`src/rtl/pmd_pkg.sv`:
```
// Shared types and constants of the PS/2 mouse packet decoder.
package pmd_pkg;

  localparam logic [7:0] AckByte    = 8'hFA;
  localparam int unsigned SyncBit   = 3;
  localparam int unsigned XSignBit  = 4;
  localparam int unsigned YSignBit  = 5;

  localparam int unsigned SizeW     = 13;
  localparam int unsigned PosW      = 12;
  localparam int unsigned CfgIdxW   = 2;

  localparam logic [CfgIdxW-1:0] RegScreenWidth  = 2'd0;
  localparam logic [CfgIdxW-1:0] RegScreenHeight = 2'd1;

  localparam logic [SizeW-1:0] WidthReset  = 13'd1024;
  localparam logic [SizeW-1:0] HeightReset = 13'd768;
  localparam logic [PosW-1:0]  PosXReset   = 12'd512;
  localparam logic [PosW-1:0]  PosYReset   = 12'd384;
  localparam logic [SizeW-1:0] SizeMax     = 13'd4096;

  // Decoded packet handed from the framer to the top level.
  typedef struct packed {
    logic              fire;
    logic [2:0]        buttons;
    logic signed [8:0] delta_x;
    logic signed [9:0] delta_y;
  } pkt_t;

endpackage

```
`src/rtl/pmd_byte_if.sv`:
```
// Handshake channel carrying raw mouse bytes.
interface pmd_byte_if;
  logic       valid;
  logic       ready;
  logic [7:0] mouse_byte;

  modport source (output valid, output mouse_byte, input ready);
  modport sink (input valid, input mouse_byte, output ready);
endinterface

```
`src/rtl/pmd_result_if.sv`:
```
// Handshake channel carrying decoded packets and cursor position.
interface pmd_result_if;
  logic               valid;
  logic               ready;
  logic [2:0]         buttons;
  logic signed [8:0]  delta_x;
  logic signed [9:0]  delta_y;
  logic [11:0]        pointer_x;
  logic [11:0]        pointer_y;

  modport source (output valid, output buttons, output delta_x, output delta_y,
                  output pointer_x, output pointer_y, input ready);
  modport sink (input valid, input buttons, input delta_x, input delta_y,
                input pointer_x, input pointer_y, output ready);
endinterface

```
`src/rtl/pmd_cfg_if.sv`:
```
// Configuration write channel: register index and data.
interface pmd_cfg_if;
  logic        valid;
  logic        ready;
  logic [1:0]  index;
  logic [12:0] data;

  modport source (output valid, output index, output data, input ready);
  modport sink (input valid, input index, input data, output ready);
endinterface

```
`src/rtl/pmd_framer.sv`:
```
// Ack wait and three-byte packet framing.
module pmd_framer (
  input  logic          clk_i,
  input  logic          rst_ni,
  input  logic [7:0]    byte_i,
  input  logic          step_i,
  output pmd_pkg::pkt_t pkt_o
);

  typedef enum logic [1:0] {
    PhHeader,
    PhDx,
    PhDy
  } phase_e;

  logic       ack_q, ack_d;
  phase_e     phase_q, phase_d;
  logic [7:0] hdr_q, hdr_d;
  logic [7:0] dx_q, dx_d;
  logic       fire;
  logic signed [9:0] dy_ext;

  always_comb begin
    ack_d   = ack_q;
    phase_d = phase_q;
    hdr_d   = hdr_q;
    dx_d    = dx_q;
    fire    = 1'b0;
    if (!ack_q) begin
      if (byte_i == pmd_pkg::AckByte) ack_d = 1'b1;
    end else begin
      case (phase_q)
        PhHeader: begin
          if (byte_i[pmd_pkg::SyncBit]) begin
            hdr_d   = byte_i;
            phase_d = PhDx;
          end
        end
        PhDx: begin
          dx_d    = byte_i;
          phase_d = PhDy;
        end
        default: begin
          phase_d = PhHeader;
          fire    = 1'b1;
        end
      endcase
    end
  end

  // dy sign-extended to 10 bits, then negated so positive is downward
  assign dy_ext = {hdr_q[pmd_pkg::YSignBit], hdr_q[pmd_pkg::YSignBit], byte_i};

  assign pkt_o.fire    = fire;
  assign pkt_o.buttons = hdr_q[2:0];
  assign pkt_o.delta_x = {hdr_q[pmd_pkg::XSignBit], dx_q};
  assign pkt_o.delta_y = -dy_ext;

  always_ff @(posedge clk_i or negedge rst_ni) begin
    if (!rst_ni) begin
      ack_q   <= 1'b0;
      phase_q <= PhHeader;
      hdr_q   <= '0;
      dx_q    <= '0;
    end else if (step_i) begin
      ack_q   <= ack_d;
      phase_q <= phase_d;
      hdr_q   <= hdr_d;
      dx_q    <= dx_d;
    end
  end

endmodule

```
`src/rtl/pmd_cursor.sv`:
```
// Cursor position keeper with clamping to the screen size.
module pmd_cursor (
  input  logic                          clk_i,
  input  logic                          rst_ni,
  input  logic                          upd_i,
  input  logic signed [8:0]             delta_x_i,
  input  logic signed [9:0]             delta_y_i,
  input  logic [pmd_pkg::SizeW-1:0]     width_i,
  input  logic [pmd_pkg::SizeW-1:0]     height_i,
  output logic [pmd_pkg::PosW-1:0]      pos_x_o,
  output logic [pmd_pkg::PosW-1:0]      pos_y_o
);

  logic [pmd_pkg::PosW-1:0] pos_x_q, pos_x_d;
  logic [pmd_pkg::PosW-1:0] pos_y_q, pos_y_d;

  function automatic logic [pmd_pkg::PosW-1:0] move_clamp(
    input logic [pmd_pkg::PosW-1:0]  pos,
    input logic signed [9:0]         d,
    input logic [pmd_pkg::SizeW-1:0] size
  );
    logic [pmd_pkg::SizeW-1:0] lim;
    logic [13:0]               sum;
    logic [pmd_pkg::PosW-1:0]  res;
    lim = size;
    if (size == '0) lim = 13'd1;
    else if (size > pmd_pkg::SizeMax) lim = pmd_pkg::SizeMax;
    sum = {2'b00, pos} + {{4{d[9]}}, d};
    if (sum[13]) res = '0;
    else if (sum[12:0] >= lim) res = pmd_pkg::PosW'(lim - 13'd1);
    else res = sum[11:0];
    return res;
  endfunction

  assign pos_x_d = move_clamp(pos_x_q, {delta_x_i[8], delta_x_i}, width_i);
  assign pos_y_d = move_clamp(pos_y_q, delta_y_i, height_i);
  assign pos_x_o = pos_x_d;
  assign pos_y_o = pos_y_d;

  always_ff @(posedge clk_i or negedge rst_ni) begin
    if (!rst_ni) begin
      pos_x_q <= pmd_pkg::PosXReset;
      pos_y_q <= pmd_pkg::PosYReset;
    end else if (upd_i) begin
      pos_x_q <= pos_x_d;
      pos_y_q <= pos_y_d;
    end
  end

endmodule

```
`src/rtl/ps2_mouse_packet_decoder_top.sv`:
```
// Top level of the PS/2 mouse packet decoder.
// Raw mouse bytes enter on in_i, one per cycle when ready is high. All bytes
// are discarded until the acknowledge byte 0xFA is seen; afterwards bytes are
// framed as header/dx/dy, a header without bit 3 set is dropped for resync.
// Each complete packet yields one item on out_o with buttons, sign-extended
// deltas (dy negated, positive down) and the cursor clamped to the screen
// size set through cfg_i (index 0 width, 1 height; sizes of 0 act as 1, above
// 4096 as 4096). Throughput is one byte per cycle while the input is not
// stalled. The third byte of a packet sits in the input register while
// the framing and cursor adder/clamp logic feed the output register.
// The output register only stalls the input when it is full and not drained.
// Screen size writes do not move the cursor and apply from the next packet.
module ps2_mouse_packet_decoder_top (
  input  logic  clk_i,
  input  logic  rst_ni,
  pmd_byte_if.sink     in_i,
  pmd_result_if.source out_o,
  pmd_cfg_if.sink      cfg_i
);

  // configuration registers
  logic [pmd_pkg::SizeW-1:0] width_q, height_q;

  // input register
  logic       s1_valid_q;
  logic [7:0] s1_byte_q;

  // output register
  logic              out_valid_q;
  logic [2:0]        buttons_q;
  logic signed [8:0] delta_x_q;
  logic signed [9:0] delta_y_q;
  logic [11:0]       pointer_x_q, pointer_y_q;

  pmd_pkg::pkt_t pkt;
  logic [pmd_pkg::PosW-1:0] pos_x, pos_y;
  logic out_free, step, emit, in_take;

  assign out_free = !out_valid_q || out_o.ready;
  // a byte in the input register moves on unless it completes a packet
  // while the output register is blocked
  assign step     = s1_valid_q && (!pkt.fire || out_free);
  assign emit     = step && pkt.fire;
  assign in_i.ready = !s1_valid_q || step;
  assign in_take  = in_i.valid && in_i.ready;

  assign cfg_i.ready = 1'b1;

  pmd_framer u_framer (
    .clk_i  (clk_i),
    .rst_ni (rst_ni),
    .byte_i (s1_byte_q),
    .step_i (step),
    .pkt_o  (pkt)
  );

  pmd_cursor u_cursor (
    .clk_i     (clk_i),
    .rst_ni    (rst_ni),
    .upd_i     (emit),
    .delta_x_i (pkt.delta_x),
    .delta_y_i (pkt.delta_y),
    .width_i   (width_q),
    .height_i  (height_q),
    .pos_x_o   (pos_x),
    .pos_y_o   (pos_y)
  );

  always_ff @(posedge clk_i or negedge rst_ni) begin
    if (!rst_ni) begin
      width_q  <= pmd_pkg::WidthReset;
      height_q <= pmd_pkg::HeightReset;
    end else if (cfg_i.valid) begin
      case (cfg_i.index)
        pmd_pkg::RegScreenWidth:  width_q  <= cfg_i.data;
        pmd_pkg::RegScreenHeight: height_q <= cfg_i.data;
        default: ;
      endcase
    end
  end

  always_ff @(posedge clk_i or negedge rst_ni) begin
    if (!rst_ni) begin
      s1_valid_q <= 1'b0;
    end else if (in_i.ready) begin
      s1_valid_q <= in_i.valid;
    end
  end

  always_ff @(posedge clk_i) begin
    if (in_take) s1_byte_q <= in_i.mouse_byte;
  end

  always_ff @(posedge clk_i or negedge rst_ni) begin
    if (!rst_ni) begin
      out_valid_q <= 1'b0;
    end else if (emit) begin
      out_valid_q <= 1'b1;
    end else if (out_o.ready) begin
      out_valid_q <= 1'b0;
    end
  end

  always_ff @(posedge clk_i) begin
    if (emit) begin
      buttons_q   <= pkt.buttons;
      delta_x_q   <= pkt.delta_x;
      delta_y_q   <= pkt.delta_y;
      pointer_x_q <= pos_x;
      pointer_y_q <= pos_y;
    end
  end

  assign out_o.valid     = out_valid_q;
  assign out_o.buttons   = buttons_q;
  assign out_o.delta_x   = delta_x_q;
  assign out_o.delta_y   = delta_y_q;
  assign out_o.pointer_x = pointer_x_q;
  assign out_o.pointer_y = pointer_y_q;

endmodule

```
`src/flat_wrapper.sv`:
```
// flat-port wrapper written by rule: the top's interface ports become plain ports
module ps2_mouse_packet_decoder_top_flat 
  (clk_i, rst_ni, in_i_valid, in_i_mouse_byte, in_i_ready, out_o_valid, out_o_buttons, out_o_delta_x, out_o_delta_y, out_o_pointer_x, out_o_pointer_y, out_o_ready, cfg_i_valid, cfg_i_index, cfg_i_data, cfg_i_ready);
  pmd_byte_if in_i_i ();
  pmd_result_if out_o_i ();
  pmd_cfg_if cfg_i_i ();
  input  logic clk_i;
  input  logic rst_ni;
  input wire logic [$bits(in_i_i.valid)-1:0] in_i_valid;
  input wire logic [$bits(in_i_i.mouse_byte)-1:0] in_i_mouse_byte;
  output wire logic [$bits(in_i_i.ready)-1:0] in_i_ready;
  output wire logic [$bits(out_o_i.valid)-1:0] out_o_valid;
  output wire logic [$bits(out_o_i.buttons)-1:0] out_o_buttons;
  output wire logic [$bits(out_o_i.delta_x)-1:0] out_o_delta_x;
  output wire logic [$bits(out_o_i.delta_y)-1:0] out_o_delta_y;
  output wire logic [$bits(out_o_i.pointer_x)-1:0] out_o_pointer_x;
  output wire logic [$bits(out_o_i.pointer_y)-1:0] out_o_pointer_y;
  input wire logic [$bits(out_o_i.ready)-1:0] out_o_ready;
  input wire logic [$bits(cfg_i_i.valid)-1:0] cfg_i_valid;
  input wire logic [$bits(cfg_i_i.index)-1:0] cfg_i_index;
  input wire logic [$bits(cfg_i_i.data)-1:0] cfg_i_data;
  output wire logic [$bits(cfg_i_i.ready)-1:0] cfg_i_ready;
  assign in_i_i.valid = in_i_valid;
  assign in_i_i.mouse_byte = in_i_mouse_byte;
  assign in_i_ready = in_i_i.ready;
  assign out_o_valid = out_o_i.valid;
  assign out_o_buttons = out_o_i.buttons;
  assign out_o_delta_x = out_o_i.delta_x;
  assign out_o_delta_y = out_o_i.delta_y;
  assign out_o_pointer_x = out_o_i.pointer_x;
  assign out_o_pointer_y = out_o_i.pointer_y;
  assign out_o_i.ready = out_o_ready;
  assign cfg_i_i.valid = cfg_i_valid;
  assign cfg_i_i.index = cfg_i_index;
  assign cfg_i_i.data = cfg_i_data;
  assign cfg_i_ready = cfg_i_i.ready;
  ps2_mouse_packet_decoder_top u_core (.clk_i(clk_i), .rst_ni(rst_ni), .in_i(in_i_i), .out_o(out_o_i), .cfg_i(cfg_i_i));
endmodule
```
`config.mk`:
```
export PLATFORM = sky130hd
export DESIGN_NAME = ps2_mouse_packet_decoder_top_flat
export DESIGN_NICKNAME = d
export VERILOG_FILES = /design/src/rtl/pmd_pkg.sv /design/src/rtl/pmd_byte_if.sv /design/src/rtl/pmd_result_if.sv /design/src/rtl/pmd_cfg_if.sv /design/src/rtl/pmd_framer.sv /design/src/rtl/pmd_cursor.sv /design/src/rtl/ps2_mouse_packet_decoder_top.sv /design/src/flat_wrapper.sv
export SDC_FILE = /design/constraint.sdc
export NUM_CORES = 1
export LEC_CHECK = 0
export BUFFER_PORTS_ARGS = -buffer_cell sky130_fd_sc_hd__buf_4
export CELL_PAD_IN_SITES_DETAIL_PLACEMENT = 1
export CELL_PAD_IN_SITES_GLOBAL_PLACEMENT = 2
export CORE_UTILIZATION = 35
export DETAILED_ROUTE_END_ITERATION = 7
export PLACE_DENSITY_LB_ADDON = 0.1
export SLEW_MARGIN = 5
export SYNTH_ARGS = -nofsm -noshare
export SYNTH_HDL_FRONTEND = slang
export SYNTH_HIERARCHICAL = 1
export SYNTH_SLANG_ARGS = --single-unit
```
`constraint.sdc`:
```
create_clock -name clk_i -period 4.5 [get_ports clk_i]
set_input_delay 0.675 -clock clk_i [delete_from_list [all_inputs] [get_ports clk_i]]
set_output_delay 0.675 -clock clk_i [all_outputs]
set_load 0.05 [all_outputs]
```
==> flow_summary.html, run 1 <==
<table>
<tr><th>Metric</th><th>Value</th></tr>
<tr><th colspan="2">Placement</th></tr>
<tr><td>Number of port buffers</td><td>75</td></tr>
<tr><td>Half-perimeter wire length after placement</td><td>15000 µm</td></tr>
<tr><td>Placement-stage cell area</td><td>8250 µm²</td></tr>
<tr><td>Placer congestion estimate</td><td>0.851</td></tr>
<tr><th colspan="2">STA</th></tr>
<tr><td>Min Tclk post-route</td><td>4.41 ns</td></tr>
<tr><td>Final-report max-slew violation count</td><td>0</td></tr>
<tr><td>Period utilization</td><td>97.9%</td></tr>
<tr><td>Least-Margin Pin Slew</td><td>0.960 ns</td></tr>
<tr><td>Final Setup Violations</td><td>0</td></tr>
<tr><td>Highest attainable clock frequency</td><td>227 MHz</td></tr>
<tr><td>Clock Skews</td><td>0.0102 ns</td></tr>
<tr><td>Slew headroom</td><td>36.0%</td></tr>
<tr><td>Sum of negative setup slack</td><td>0 ns</td></tr>
<tr><td>Number of endpoints with negative hold slack in the final report</td><td>0</td></tr>
<tr><td>Setup repair after global routing missed its margin</td><td>yes</td></tr>
<tr><th colspan="2">Final layout</th></tr>
<tr><td>Diode insertion count for antenna repair</td><td>0</td></tr>
<tr><td>Signed area change from the synthesized netlist to the final layout</td><td>25.2%</td></tr>
<tr><td>Summed area of non-filler cells in the final layout</td><td>9000 µm²</td></tr>
<tr><td>Layout cells sized above 1</td><td>28.9%</td></tr>
<tr><td>Layout net count</td><td>859</td></tr>
<tr><td>Total of fill cells in the finished design</td><td>2235</td></tr>
<tr><th colspan="2">Synth</th></tr>
<tr><td>Share of async-settable or async-resettable flops after synthesis</td><td>55.7%</td></tr>
<tr><td>Syn avg cell area</td><td>10.8 µm²</td></tr>
<tr><td>Cell Area, Synth</td><td>7190 µm²</td></tr>
<tr><td>Synthesized instance count</td><td>664</td></tr>
<tr><td>Sequential fraction of the synthesis area</td><td>46.3%</td></tr>
<tr><td>Flop and latch count out of synthesis</td><td>122</td></tr>
<tr><td>Synth warnings</td><td>6</td></tr>
<tr><td>Synth unique cells</td><td>65</td></tr>
<tr><td>Count of flip-flops with a built-in enable after synthesis</td><td>54</td></tr>
<tr><td>Post-Syn Nets</td><td>750</td></tr>
<tr><td>Top FF cell, synth</td><td>dfrtp_1</td></tr>
<tr><th colspan="2">Critical path</th></tr>
<tr><td>Cell-by-cell trace of the critical path</td><td>nor3_2 &gt; buf_4 &gt; nand3_1 &gt; xor2_2 &gt; ha_1 &gt; or4b_2 &gt; o311a_1 &gt; o311ai_1 &gt; buf_4 &gt; ha_1 &gt; a21o_1 &gt; a21oi_1 &gt; nor2b_1 &gt; or4_4 &gt; buf_4 &gt; mux2i_1 &gt; nor2_1</td></tr>
<tr><td>Number of cells on the critical path</td><td>17</td></tr>
<tr><td>Worst setup EP type</td><td>flop</td></tr>
<tr><td>Max stage delay cell, worst path</td><td>or4b_2</td></tr>
<tr><td>Arrival time of the worst setup path</td><td>roughly 4.5 ns</td></tr>
<tr><td>Maximum net fanout on the critical path</td><td>8</td></tr>
<tr><td>Critical path's top delay family</td><td>simple AND/OR/NAND/NOR gates</td></tr>
<tr><td>CP required</td><td>~4.6 ns</td></tr>
<tr><td>Worst Reg-to-Reg Cells</td><td>17</td></tr>
<tr><td>Setup slack of the worst register-to-register path</td><td>0.09 ns</td></tr>
<tr><td>Buffers &amp; Inverters on Critical Path</td><td>3</td></tr>
<tr><td>Slowest stage delay, CP</td><td>0.65 ns</td></tr>
<tr><td>Worst path most repeated cell</td><td>buf_4</td></tr>
<tr><td>Startpoint type of the worst setup path</td><td>flop</td></tr>
<tr><td>Category of the critical setup timing path</td><td>reg -&gt; reg</td></tr>
<tr><th colspan="2">Die</th></tr>
<tr><td>Floorplan die height</td><td>145 µm</td></tr>
<tr><td>Effective utilization at floorplan</td><td>35.6%</td></tr>
<tr><td>Placeable Area</td><td>20200 µm²</td></tr>
<tr><td>IO Count</td><td>77</td></tr>
<tr><td>Floorplan die width</td><td>between 100 and 150 µm</td></tr>
<tr><td>FP Rows</td><td>between 50 and 60</td></tr>
<tr><td>DIE AREA</td><td>about 21000 µm²</td></tr>
<tr><th colspan="2">Routing</th></tr>
<tr><td>Detailed router's first-iteration violation count</td><td>186</td></tr>
<tr><td>Routed wirelength normalized by instance count</td><td>approximately 19 µm</td></tr>
<tr><td>Post-detailed-route DRC marker count</td><td>0</td></tr>
<tr><td>Length of the first detailed-routing pass in iterations</td><td>5</td></tr>
<tr><td>Via density per instance</td><td>between 5 and 6</td></tr>
<tr><td>Routed Antenna Nets</td><td>0</td></tr>
<tr><td>Wire length after detailed routing</td><td>19800 µm</td></tr>
<tr><td>Vias</td><td>roughly 5600</td></tr>
<tr><th colspan="2">Clock tree</th></tr>
<tr><td>Clock slew at reported path FFs</td><td>approximately 0.070 ns</td></tr>
<tr><td>Skew-Pair Late Insertion Delay</td><td>0.41 ns</td></tr>
<tr><td>CTS root buf</td><td>clkbuf_16</td></tr>
<tr><td>Count of clock tree sinks</td><td>122</td></tr>
<tr><td>Clock tree from TritonCTS</td><td>built</td></tr>
<tr><td>Total clock buffers created by CTS</td><td>17</td></tr>
<tr><td>Number of H-tree branching levels</td><td>4</td></tr>
<tr><td>Number of hold buffers added after CTS</td><td>0</td></tr>
<tr><td>Max Buffers Root-to-Sink</td><td>2</td></tr>
<tr><th colspan="2">Global routing</th></tr>
<tr><td>Total Routing Usage GR</td><td>19.6%</td></tr>
<tr><td>Global-route wire length before repair</td><td>32200 µm</td></tr>
<tr><td>Aggregate global routing overflow</td><td>0</td></tr>
<tr><td>Via count of the first global-routing pass</td><td>approximately 5800</td></tr>
<tr><td>Maximum number of pins on one net before global-route repair</td><td>69</td></tr>
<tr><td>Antenna violations before repair</td><td>0</td></tr>
<tr><th colspan="2">Flow run</th></tr>
<tr><td>Max Cap Viol</td><td>0</td></tr>
<tr><th colspan="2">Power</th></tr>
<tr><td>Cell area power density</td><td>873 nW/µm²</td></tr>
<tr><td>Leakage</td><td>3.89 nW</td></tr>
<tr><td>Max rail drop VDD</td><td>0.339 mV</td></tr>
<tr><th colspan="2">Hold path</th></tr>
<tr><td>Worst hold path type</td><td>in -&gt; async</td></tr>
<tr><th colspan="2">Run status</th></tr>
<tr><td>Run status</td><td>finished, final reports clean</td></tr>
</table>
==> metrics by stage <==
stage,total power [mW],cells,setup slack [ns],utilization [%],hold WS [ns]
after global routing,8.50,1056,-0.139,44.6,0.410
after global placement,6.06,1021,0.0440,40.9,0.434
after detailed placement,6.19,1021,-0.0665,40.9,0.431
after CTS,7.64,1054,0.00686,44.0,0.416
after floorplan,4.81,664,0.0673,-,0.379
final,7.86,1056,0.0930,44.6,0.389
==> flip-flops by register name, summed over array words and instances (netlist names), 8 cells and up <==
register,count
u_core/out_o.pointer_y,12
u_core/height_q,13
u_core/out_o.delta_y,10
u_core/width_q,13
u_core/s1_byte_q,8
u_core/out_o.pointer_x,12
u_core/u_cursor/pos_x_q,12
u_core/u_framer/dx_q,8
u_core/out_o.delta_x,9
u_core/u_cursor/pos_y_q,12
==> cell usage in the layout (no fill, tap or decap), types with 16 or more instances in the layout <==
| cell | count |
|---|---|
| buf_4 | 118 |
| nand2_1 | 67 |
| dfrtp_1 | 62 |
| ha_1 | 55 |
| edfxtp_1 | 54 |
| nor2_1 | 44 |
| mux2_2 | 38 |
| o21ai_0 | 25 |
| inv_1 | 23 |
| a21oi_1 | 22 |
| clkbuf_16 | 19 |
| xnor2_1 | 17 |
| nor3_1 | 16 |
==> layer usage <==
layer  vias to the layer above  global-route usage, %  share of wire, %
met3                        12                   3.40               2.6
met1                      2784                   26.8                47
met4                         0                   5.16              0.77
met2                        76                   31.9                49
met5                         -                      0                 0
li1                       2689                      -                 -
==> report_power, final <==
group	switching [mW]	total, mW	internal [mW]	leakage [nW]
registers	0.258	1.85	1.59	1.32
logic	2.69	4.65	1.95	2.27
clock network	0.568	1.36	0.795	0.297
==> worst paths after layout <==
| path | start | end |
|---|---|---|
| min in group clk_i | in_i_mouse_byte[5] | u_core/s1_byte_q[5] |
| worst max register to register | u_core/s1_byte_q[2] | u_core/out_o.pointer_y[0] |
| worst min-delay path | rst_ni | u_core/s1_valid_q |
| max in group asynchronous | rst_ni | u_core/height_q[4] |
| worst min register to register | u_core/u_framer/hdr_q[2] | u_core/out_o.buttons[2] |
| worst max-delay path | u_core/s1_byte_q[2] | u_core/out_o.pointer_y[0] |
==> worst register-to-register path, stage by stage, from the launching register on <==
cell      delay, ns
edfxtp_1       0.40
nor3_2         0.24
buf_4          0.17
nand3_1        0.11
xor2_2         0.18
ha_1           0.31
or4b_2         0.65
o311a_1        0.17
o311ai_1       0.09
buf_4          0.19
ha_1           0.25
a21o_1         0.17
a21oi_1        0.14
nor2b_1        0.06
or4_4          0.50
buf_4          0.20
mux2i_1        0.26
nor2_1         0.06
==> final cells by class <==
type	instances	area [µm²]	share of cell area [%]
Inverter	25	93.8	1.04
Multi-Input combinational cell	489	3760	41.8
Tap cell	270	338	3.75
Clock inverter	13	116	1.29
Clock buffer	19	475	5.28
Timing Repair Buffer	118	886	9.85
Sequential cell	122	3330	37.0
==> synth_stat cells (all sizes together) (8+ instances only) <==
master / count / share of area (%)
nand2: 68 / 3.6
dfrtp: 62 / 22
ha: 56 / 9.7
edfxtp: 54 / 23
nor2: 46 / 2.4
mux2: 38 / 6.0
o21ai: 26 / 1.8
a21oi: 23 / 1.6
inv: 23 / 1.2
mux2i: 19 / 2.6
o31ai: 19 / 2.0
nor3: 17 / 1.2
xnor2: 17 / 2.1
xor2: 15 / 1.8
buf: 14 / 1.4
clkbuf: 14 / 0.75
nand3: 11 / 0.84
a21o: 10 / 1.1
a31oi: 8 / 0.70
nor2b: 8 / 0.70
nor4: 8 / 0.91
==> logic make-up after synthesis <==
group           synth area share (%)
compound gates                  13.2
other cells                   0.0522
simple gates                    14.1
flops                           46.3
mux                             8.60
xor+xnor                        3.90
fa+ha+maj                       10.3
buf+inv                         3.45
==> repair_timing <==
item,CTS,global route
gates resized for setup,5,24
pin swaps,0,2
buffers inserted,1,2
setup endpoints to repair,4,26
No activity file was read; power rests on OpenSTA's default activity.
==> inputs of run 2 (changes only) <==
--- a/config.mk
+++ b/config.mk
@@ -7,8 +7,8 @@
 export LEC_CHECK = 0
 export BUFFER_PORTS_ARGS = -buffer_cell sky130_fd_sc_hd__buf_4
 export CELL_PAD_IN_SITES_DETAIL_PLACEMENT = 1
-export CELL_PAD_IN_SITES_GLOBAL_PLACEMENT = 2
-export CORE_UTILIZATION = 35
+export CELL_PAD_IN_SITES_GLOBAL_PLACEMENT = 1
+export CORE_UTILIZATION = 47
 export DETAILED_ROUTE_END_ITERATION = 7
 export PLACE_DENSITY_LB_ADDON = 0.1
 export SLEW_MARGIN = 5
==> constraint.sdc (replaced) <==
create_clock -name clk_i -period 4.49 [get_ports clk_i]
set_input_delay 0.6735 -clock clk_i [delete_from_list [all_inputs] [get_ports clk_i]]
set_output_delay 0.6735 -clock clk_i [all_outputs]
set_load 0.05 [all_outputs]
==> run 2 against run 1 <==
Routed wire length is 1.4% lower. Critical path type unchanged. The flow now finishes with violations (DRC). Sequential share of layout area up 0.89 points. Final cell count shrank 9.2%. Fmax up 1.3%.
==> flow_summary.html, run 2 (synthesis results as in run 1) <==
<table>
<tr><th>Metric</th><th>Value</th></tr>
<tr><th colspan="2">STA</th></tr>
<tr><td>Min Tclk post-route</td><td>4.35 ns (-0.0578 ns)</td></tr>
<tr><td>Slew headroom</td><td>38.5% (+2.5 points)</td></tr>
<tr><td>Number of endpoints with negative hold slack in the final report</td><td>0 (unchanged)</td></tr>
<tr><td>Final-report max-slew violation count</td><td>0 (unchanged)</td></tr>
<tr><td>Slack of the critical path</td><td>0.141 ns (+0.0478 ns)</td></tr>
<tr><td>Least-Margin Pin Slew</td><td>0.923 ns (-0.0372 ns)</td></tr>
<tr><td>Final Setup Violations</td><td>0 (unchanged)</td></tr>
<tr><td>Highest attainable clock frequency</td><td>230 MHz (+1.3%)</td></tr>
<tr><td>Period utilization</td><td>96.9% (-1.1 points)</td></tr>
<tr><td>Clock Skews</td><td>0.0114 ns (+0.00119 ns)</td></tr>
<tr><th colspan="2">Critical path</th></tr>
<tr><td>Maximum net fanout on the critical path</td><td>5 (-3)</td></tr>
<tr><td>Category of the critical setup timing path</td><td>reg -&gt; reg</td></tr>
<tr><td>Cell-by-cell trace of the critical path</td><td>nor3_2 &gt; buf_4 &gt; nand3_1 &gt; xor2_2 &gt; ha_1 &gt; or4b_2 &gt; o311a_1 &gt; o311ai_2 &gt; ha_1 &gt; a21o_1 &gt; a21oi_1 &gt; nor2b_1 &gt; or4_4 &gt; buf_4 &gt; mux2_2 &gt; and2_1</td></tr>
<tr><td>CP required</td><td>4.67 ns (+0.04 ns)</td></tr>
<tr><td>Slowest stage delay, CP</td><td>0.63 ns (-0.02 ns)</td></tr>
<tr><td>Worst setup EP type</td><td>flop</td></tr>
<tr><td>Critical path's top delay family</td><td>simple AND/OR/NAND/NOR gates</td></tr>
<tr><td>Startpoint type of the worst setup path</td><td>flop</td></tr>
<tr><td>Max stage delay cell, worst path</td><td>or4b_2</td></tr>
<tr><td>Arrival time of the worst setup path</td><td>4.53 ns (about the same)</td></tr>
<tr><td>Buffers &amp; Inverters on Critical Path</td><td>2 (-1)</td></tr>
<tr><th colspan="2">Die</th></tr>
<tr><td>DIE AREA</td><td>15800 µm² (-25%)</td></tr>
<tr><td>FP Rows</td><td>44 (-15%)</td></tr>
<tr><td>Placeable Area</td><td>14800 µm² (-27%)</td></tr>
<tr><td>IO Count</td><td>77 (unchanged)</td></tr>
<tr><td>Floorplan die height</td><td>126 µm (-14%)</td></tr>
<tr><td>Effective utilization at floorplan</td><td>48.7% (+13 points)</td></tr>
<tr><td>Floorplan die width</td><td>126 µm (-14%)</td></tr>
<tr><th colspan="2">Routing</th></tr>
<tr><td>Post-detailed-route DRC marker count</td><td>8 (+8)</td></tr>
<tr><td>Via density per instance</td><td>5.82 (+11%)</td></tr>
<tr><td>Detailed router's first-iteration violation count</td><td>248 (+33%)</td></tr>
<tr><td>Routed wirelength normalized by instance count</td><td>20.4 µm (+8.6%)</td></tr>
<tr><td>Routed Antenna Nets</td><td>0 (unchanged)</td></tr>
<tr><td>Wire length after detailed routing</td><td>19600 µm (-1.4%)</td></tr>
<tr><td>Vias</td><td>5586 (+0.45%)</td></tr>
<tr><td>Length of the first detailed-routing pass in iterations</td><td>7 (+2)</td></tr>
<tr><th colspan="2">Clock tree</th></tr>
<tr><td>CTS root buf</td><td>clkbuf_16</td></tr>
<tr><td>Skew-Pair Late Insertion Delay</td><td>0.43 ns (+0.02 ns)</td></tr>
<tr><td>Total clock buffers created by CTS</td><td>17 (unchanged)</td></tr>
<tr><td>Max Buffers Root-to-Sink</td><td>2 (unchanged)</td></tr>
<tr><td>Number of H-tree branching levels</td><td>4 (unchanged)</td></tr>
<tr><td>Clock tree from TritonCTS</td><td>built</td></tr>
<tr><td>Count of clock tree sinks</td><td>122 (unchanged)</td></tr>
<tr><td>Clock slew at reported path FFs</td><td>0.07 ns (about the same)</td></tr>
<tr><td>Number of hold buffers added after CTS</td><td>0 (unchanged)</td></tr>
<tr><th colspan="2">Final layout</th></tr>
<tr><td>Top library cells by usage in the layout, fill and taps aside</td><td>107 x buf_4, 67 x nand2_1, 62 x dfrtp_1</td></tr>
<tr><td>Layout net count</td><td>848 (-1.3%)</td></tr>
<tr><td>Diode insertion count for antenna repair</td><td>0 (unchanged)</td></tr>
<tr><td>Regs by FF count</td><td>u_core/height_q: 13 flops, u_core/width_q: 13 flops</td></tr>
<tr><td>Total of fill cells in the finished design</td><td>1563 (-30%)</td></tr>
<tr><td>Final core utilization</td><td>59.6% (+15 points)</td></tr>
<tr><td>Layout cells sized above 1</td><td>27.0% (-1.9 points)</td></tr>
<tr><td>Signed area change from the synthesized netlist to the final layout</td><td>22.2%</td></tr>
<tr><td>Most common library cell in the layout ignoring fill and taps</td><td>buf_4</td></tr>
<tr><th colspan="2">Power</th></tr>
<tr><td>Switching share of power</td><td>44.5% (-0.33 points)</td></tr>
<tr><td>NetSw</td><td>3.38 mW (-3.9%)</td></tr>
<tr><td>Total design power</td><td>7.61 mW (-3.1%)</td></tr>
<tr><td>Share of power burned in combinational logic</td><td>56.9% (-2.3 points)</td></tr>
<tr><td>Cell area power density</td><td>866 nW/µm² (-0.82%)</td></tr>
<tr><td>Clock network fraction of design power</td><td>18.8% (+1.5 points)</td></tr>
<tr><td>Sequential fraction of design power</td><td>24.3% (+0.8 points)</td></tr>
<tr><td>Max rail drop VDD</td><td>0.516 mV (+52%)</td></tr>
<tr><td>Leakage</td><td>3.83 nW (-1.5%)</td></tr>
<tr><td>Internal</td><td>4.23 mW (-2.6%)</td></tr>
<tr><th colspan="2">Placement</th></tr>
<tr><td>Placer congestion estimate</td><td>0.915 (+7.6%)</td></tr>
<tr><td>Half-perimeter wire length after placement</td><td>14300 µm (-4.8%)</td></tr>
<tr><td>Post-placement worst setup slack</td><td>-0.149 ns (-0.0823 ns)</td></tr>
<tr><td>Number of port buffers</td><td>75 (unchanged)</td></tr>
<tr><th colspan="2">Run status</th></tr>
<tr><td>Run status</td><td>finished, violations left</td></tr>
<tr><td>Failing checks</td><td>DRC</td></tr>
<tr><th colspan="2">Global routing</th></tr>
<tr><td>Total Routing Usage GR</td><td>26.3% (+6.7 points)</td></tr>
<tr><td>Via count of the first global-routing pass</td><td>5977 (+3.6%)</td></tr>
<tr><td>Maximum number of pins on one net before global-route repair</td><td>69 (unchanged)</td></tr>
<tr><td>Global-route wire length before repair</td><td>32000 µm (-0.83%)</td></tr>
<tr><td>Antenna violations before repair</td><td>0 (unchanged)</td></tr>
<tr><td>Aggregate global routing overflow</td><td>0 (unchanged)</td></tr>
<tr><th colspan="2">Hold path</th></tr>
<tr><td>Worst hold path type</td><td>in -&gt; async</td></tr>
<tr><th colspan="2">Flow run</th></tr>
<tr><td>Max Cap Viol</td><td>0 (unchanged)</td></tr>
</table>
[run 2: changes by cell type in the layout (fill, tap and decap cells not counted), moves of 3 or more]
| cell | before | now |
|---|---|---|
| mux2i_4 | 5 | 0 |
| clkinvlp_4 | 0 | 3 |
| buf_4 | 118 | 107 |
| bufinv_16 | 0 | 3 |
| inv_8 | 4 | 0 |
| o31ai_1 | 14 | 19 |
| o31ai_2 | 5 | 0 |
| o21ai_1 | 0 | 3 |
| mux2i_1 | 13 | 19 |
[run 2: worst reg2reg max path: stages, from the launching register on]
cell      delay (ns)
edfxtp_1        0.43
nor3_2          0.22
buf_4           0.16
nand3_1         0.13
xor2_2          0.19
ha_1            0.31
or4b_2          0.63
o311a_1         0.16
o311ai_2        0.10
ha_1            0.31
a21o_1          0.17
a21oi_1         0.15
nor2b_1         0.06
or4_4           0.48
buf_4           0.17
mux2_2          0.28
and2_1          0.15
[run 2: routing by layer]
metal	up-vias	GRT usage [%]	routed length, µm
met1	2788	34.0	8830
met3	30	4.80	575
met5	-	0	0
met2	108	45.1	9920
met4	0	7.46	248
li1	2660	-	-
[run 2: what timing repair did]
item | CTS | global route
endpoints found under the setup margin | 16 | 27
buffers inserted | 0 | 3
pin swaps | 0 | 3
hold endpoints to repair | 0 | 0
gates resized for setup | 2 | 20
[run 2: power by group through the flow]
stage	logic, mW	registers (mW)	clock network [mW]
final	4.33	1.85	1.43
after floorplan	2.82	2.00	0
after global routing	4.78	1.88	1.49
after CTS	4.24	1.85	1.45
after global placement	3.99	1.85	0
after detailed placement	4.18	1.86	0
[run 2: layout make-up]
type / count / area, µm² / share of cell area [%]
timing repair buffer: 107 / 803 / 9.14
inverter: 25 / 93.8 / 1.07
multi-input combinational: 489 / 3720 / 42.3
tap: 184 / 230 / 2.62
sequential: 122 / 3330 / 37.9
clock buffer: 18 / 429 / 4.88
clock inverter: 14 / 183 / 2.08
[run 2: worst paths after layout]
| check | cells past startpoint | slack, ns | end | startpoint |
|---|---|---|---|---|
| max | 16 | 0.14 | u_core/out_o.pointer_y[9] | u_core/s1_byte_q[4] |
| max in group asynchronous | 1 | 3.50 | u_core/u_cursor/pos_x_q[8] | rst_ni |
| min reg2reg | 0 | 0.45 | u_core/out_o.buttons[0] | u_core/u_framer/hdr_q[0] |
| min in group clk_i | 1 | 0.42 | u_core/s1_byte_q[3] | in_i_mouse_byte[3] |
| min | 1 | 0.36 | u_core/s1_valid_q | rst_ni |
| max reg2reg | 16 | 0.14 | u_core/out_o.pointer_y[9] | u_core/s1_byte_q[4] |
[run 2: per-stage QoR]
step | cell area (µm²) | cells | setup TNS, ns | hold WS [ns]
floorplan | 7190 | 664 | 0 | 0.378
finish | 8790 | 959 | 0 | 0.363
CTS | 8670 | 956 | 0 | 0.403
detailed placement | 8060 | 924 | -0.791 | 0.438
global placement | 8060 | 924 | 0 | 0.431
global route | 8790 | 959 | -0.0281 | 0.402
==> inputs of run 3 (changes only) <==
--- a/config.mk
+++ b/config.mk
@@ -8,7 +8,7 @@
 export BUFFER_PORTS_ARGS = -buffer_cell sky130_fd_sc_hd__buf_4
 export CELL_PAD_IN_SITES_DETAIL_PLACEMENT = 1
 export CELL_PAD_IN_SITES_GLOBAL_PLACEMENT = 1
-export CORE_UTILIZATION = 47
+export CORE_UTILIZATION = 45
 export DETAILED_ROUTE_END_ITERATION = 7
 export PLACE_DENSITY_LB_ADDON = 0.1
 export SLEW_MARGIN = 5
==> run 3 against run 2 <==
The run now ends clean. Final cell count rose by 3.2%. Flip-flop and latch count did not move. Fmax fell by 1.4%. Critical path type unchanged. Clock skew fell by 0.0036 ns. Worst setup slack got worse by 0.063 ns. Die area rose by 4.4%.
==> flow_summary.html, run 3 (synthesis results as in run 1) <==
<table>
<tr><th>Metric</th><th>Value</th></tr>
<tr><th colspan="2">Run status</th></tr>
<tr><td>Run status</td><td>finished, final reports clean</td></tr>
<tr><th colspan="2">Routing</th></tr>
<tr><td>Detailed router's first-iteration violation count</td><td>244 (-1.6%)</td></tr>
<tr><td>Routed wirelength normalized by instance count</td><td>19.7 µm (-3.3%)</td></tr>
<tr><td>Length of the first detailed-routing pass in iterations</td><td>4 (-3)</td></tr>
<tr><td>Vias</td><td>5543 (-0.77%)</td></tr>
<tr><td>Routed Antenna Nets</td><td>0 (unchanged)</td></tr>
<tr><td>Wire length after detailed routing</td><td>19500 µm (-0.16%)</td></tr>
<tr><td>Post-detailed-route DRC marker count</td><td>0 (-8)</td></tr>
<tr><td>Via density per instance</td><td>5.60 (-3.9%)</td></tr>
<tr><th colspan="2">Global routing</th></tr>
<tr><td>Aggregate global routing overflow</td><td>0 (unchanged)</td></tr>
<tr><td>Maximum number of pins on one net before global-route repair</td><td>69 (unchanged)</td></tr>
<tr><td>Antenna violations before repair</td><td>0 (unchanged)</td></tr>
<tr><td>Global-route wire length before repair</td><td>31600 µm (-1.1%)</td></tr>
<tr><td>Via count of the first global-routing pass</td><td>5832 (-2.4%)</td></tr>
<tr><td>Total Routing Usage GR</td><td>25.3% (-1.0 points)</td></tr>
<tr><th colspan="2">STA</th></tr>
<tr><td>Clock Skews</td><td>0.00783 ns (-0.00356 ns)</td></tr>
<tr><td>Number of endpoints with negative hold slack in the final report</td><td>0 (unchanged)</td></tr>
<tr><td>Min Tclk post-route</td><td>4.41 ns (+0.0635 ns)</td></tr>
<tr><td>Slack of the critical path</td><td>0.0773 ns (-0.0635 ns)</td></tr>
<tr><td>Slew headroom</td><td>37.2% (-1.2 points)</td></tr>
<tr><td>Highest attainable clock frequency</td><td>227 MHz (-1.4%)</td></tr>
<tr><td>Period utilization</td><td>98.3% (+1.4 points)</td></tr>
<tr><td>Final Setup Violations</td><td>0 (unchanged)</td></tr>
<tr><td>Setup repair after global routing missed its margin</td><td>yes</td></tr>
<tr><td>Final-report max-slew violation count</td><td>0 (unchanged)</td></tr>
<tr><td>Least-Margin Pin Slew</td><td>0.942 ns (+0.0187 ns)</td></tr>
<tr><td>Sum of negative setup slack</td><td>0 ns (unchanged)</td></tr>
<tr><th colspan="2">Die</th></tr>
<tr><td>Floorplan die width</td><td>128 µm (+2.2%)</td></tr>
<tr><td>Floorplan die height</td><td>128 µm (+2.2%)</td></tr>
<tr><td>Placeable Area</td><td>15400 µm² (+4.2%)</td></tr>
<tr><td>FP Rows</td><td>45 (+2.3%)</td></tr>
<tr><td>Effective utilization at floorplan</td><td>46.8% (-2.0 points)</td></tr>
<tr><td>IO Count</td><td>77 (unchanged)</td></tr>
<tr><td>DIE AREA</td><td>16500 µm² (+4.4%)</td></tr>
<tr><th colspan="2">Final layout</th></tr>
<tr><td>Layout cells sized above 1</td><td>27.5% (+0.50 points)</td></tr>
<tr><td>Layout net count</td><td>852 (+0.47%)</td></tr>
<tr><td>Signed area change from the synthesized netlist to the final layout</td><td>22.2% (about the same)</td></tr>
<tr><td>Area occupied by registers</td><td>3330 µm² (unchanged)</td></tr>
<tr><td>Top library cells by usage in the layout, fill and taps aside</td><td>111 x buf_4, 67 x nand2_1, 62 x dfrtp_1</td></tr>
<tr><td>Regs by FF count</td><td>u_core/height_q: 13 flops, u_core/width_q: 13 flops</td></tr>
<tr><td>Multi-input gate area</td><td>3730 µm² (+0.40%)</td></tr>
<tr><td>Most common library cell in the layout ignoring fill and taps</td><td>buf_4</td></tr>
<tr><td>Diode insertion count for antenna repair</td><td>0 (unchanged)</td></tr>
<tr><td>Total of fill cells in the finished design</td><td>1678 (+7.4%)</td></tr>
<tr><th colspan="2">Clock tree</th></tr>
<tr><td>Number of hold buffers added after CTS</td><td>0 (unchanged)</td></tr>
<tr><td>Skew-Pair Late Insertion Delay</td><td>0.42 ns (about the same)</td></tr>
<tr><td>CTS root buf</td><td>clkbuf_16</td></tr>
<tr><td>Total clock buffers created by CTS</td><td>17 (unchanged)</td></tr>
<tr><td>Clock slew at reported path FFs</td><td>0.06 ns (about the same)</td></tr>
<tr><td>Number of H-tree branching levels</td><td>4 (unchanged)</td></tr>
<tr><td>Clock tree from TritonCTS</td><td>built</td></tr>
<tr><td>Max Buffers Root-to-Sink</td><td>2 (unchanged)</td></tr>
<tr><td>Count of clock tree sinks</td><td>122 (unchanged)</td></tr>
<tr><th colspan="2">Power</th></tr>
<tr><td>Share of power burned in combinational logic</td><td>59.5% (+2.6 points)</td></tr>
<tr><td>Cell area power density</td><td>865 nW/µm² (-0.13%)</td></tr>
<tr><td>Max rail drop VDD</td><td>0.481 mV (-6.9%)</td></tr>
<tr><td>Clock network fraction of design power</td><td>16.1% (-2.7 points)</td></tr>
<tr><td>Switching share of power</td><td>45.2% (+0.71 points)</td></tr>
<tr><td>NetSw</td><td>3.43 mW (+1.4%)</td></tr>
<tr><td>Leakage</td><td>3.82 nW (-0.38%)</td></tr>
<tr><td>Sequential fraction of design power</td><td>24.3% (about the same)</td></tr>
<tr><td>Total design power</td><td>7.60 mW (-0.16%)</td></tr>
<tr><td>Internal</td><td>4.17 mW (-1.4%)</td></tr>
<tr><th colspan="2">Critical path</th></tr>
<tr><td>Category of the critical setup timing path</td><td>reg -&gt; reg</td></tr>
<tr><td>Source of the critical timing path</td><td>u_core/s1_byte_q[0]</td></tr>
<tr><td>Worst Setup EP</td><td>u_core/out_o.pointer_y[3]</td></tr>
<tr><td>Worst setup EP type</td><td>flop</td></tr>
<tr><td>Slowest stage delay, CP</td><td>0.58 ns (-0.05 ns)</td></tr>
<tr><td>Maximum net fanout on the critical path</td><td>10 (+5)</td></tr>
<tr><td>Max stage delay cell, worst path</td><td>or4_1</td></tr>
<tr><td>Setup slack of the worst register-to-register path</td><td>0.08 ns (-0.06 ns)</td></tr>
<tr><td>Startpoint type of the worst setup path</td><td>flop</td></tr>
<tr><td>Capture point of the worst reg-to-reg path</td><td>u_core/out_o.pointer_y[3]</td></tr>
<tr><td>Worst path most repeated cell</td><td>ha_1</td></tr>
<tr><td>Reg-to-reg startpoint</td><td>u_core/s1_byte_q[0]</td></tr>
<tr><td>Cell-by-cell trace of the critical path</td><td>inv_1 &gt; ha_2 &gt; nand2_1 &gt; xor2_1 &gt; ha_1 &gt; o211ai_1 &gt; o21ai_1 &gt; a311oi_1 &gt; a21oi_1 &gt; ha_1 &gt; nand3_1 &gt; or2_2 &gt; a31oi_1 &gt; or4_1 &gt; buf_4 &gt; mux2i_2 &gt; nor2_1</td></tr>
<tr><td>Worst Reg-to-Reg Cells</td><td>17 (+1)</td></tr>
<tr><td>Arrival time of the worst setup path</td><td>4.58 ns (+0.05 ns)</td></tr>
<tr><td>CP required</td><td>4.66 ns (about the same)</td></tr>
<tr><th colspan="2">Placement</th></tr>
<tr><td>Post-placement worst setup slack</td><td>-0.122 ns (+0.0268 ns)</td></tr>
<tr><td>Placer congestion estimate</td><td>0.911 (-0.50%)</td></tr>
<tr><td>Number of port buffers</td><td>75 (unchanged)</td></tr>
<tr><td>Half-perimeter wire length after placement</td><td>14600 µm (+2.2%)</td></tr>
<tr><th colspan="2">Flow run</th></tr>
<tr><td>Max Cap Viol</td><td>0 (unchanged)</td></tr>
<tr><th colspan="2">Hold path</th></tr>
<tr><td>Worst hold path type</td><td>in -&gt; async</td></tr>
</table>
## run 3: cell count changes in the layout (fill, tap and decap cells not counted), sizes merged
| cell | previous run | this run |
|---|---|---|
| clkinv | 3 | 10 |
| buf | 107 | 111 |
| inv | 30 | 26 |
| clkinvlp | 3 | 2 |
| bufinv | 3 | 0 |
| clkbuf | 18 | 19 |
## run 3: critical path, delay by kind of cell, from the launching register on
kind / cells / cell delay, ns
flops: 1 / 0.42
compound gates: 5 / 1.03
fa+ha+maj: 3 / 0.95
buf+inv: 2 / 0.38
mux: 1 / 0.27
xor+xnor: 1 / 0.17
simple gates: 5 / 0.93
## run 3: how the worst min path moves through the flow
stage                     depth (start not counted)                       end  slack [ns]                      from
after detailed placement                          0   u_core/out_o.buttons[2]        0.44  u_core/u_framer/hdr_q[2]
after global routing                              1       u_core/s1_byte_q[0]        0.41        in_i_mouse_byte[0]
final                                             1  u_core/u_framer/hdr_q[2]        0.37                    rst_ni
after CTS                                         1       u_core/s1_byte_q[5]        0.41        in_i_mouse_byte[5]
after global placement                            0   u_core/out_o.buttons[2]        0.44  u_core/u_framer/hdr_q[2]
after floorplan                                   0        u_core/height_q[0]        0.38                    rst_ni
## run 3: layout make-up
class / count / area share, %
Tap cell: 211 / 3.01
Sequential cell: 122 / 37.9
Timing Repair Buffer: 111 / 9.49
Clock inverter: 13 / 1.11
Inverter: 25 / 1.07
Multi-Input combinational cell: 489 / 42.5
Clock buffer: 19 / 4.93
## run 3: per-layer routing
layer / up-vias / part of all wire (%) / global-route usage (%)
li1: 2663 / - / -
met1: 2781 / 46 / 32.7
met2: 83 / 50 / 43.3
met3: 16 / 3.0 / 4.49
met4: 0 / 1.2 / 7.54
met5: - / 0 / 0
## run 3: repair_timing
item | in CTS | in global routing
pin swaps | 1 | 2
endpoints found under the setup margin | 22 | 27
buffers inserted | 0 | 3
resized for setup | 1 | 25
## run 3: power by group through the flow
| stage | Combinational, mW | Clock [mW] | Sequential [mW] |
|---|---|---|---|
| after global routing | 4.98 | 1.29 | 1.89 |
| after detailed placement | 4.25 | 0 | 1.86 |
| after CTS | 4.29 | 1.25 | 1.85 |
| final | 4.52 | 1.23 | 1.85 |
| after global placement | 4.02 | 0 | 1.85 |
| after floorplan | 2.82 | 0 | 2.00 |
## run 3: per-stage QoR
stage,utilization [%],hold WS (ns),instances,area (µm²)
finish,57.2,0.375,990,8780
global placement,52.8,0.438,955,8120
detailed placement,52.8,0.441,955,8120
floorplan,-,0.378,664,7190
CTS,56.3,0.410,987,8650
global route,57.2,0.410,990,8780
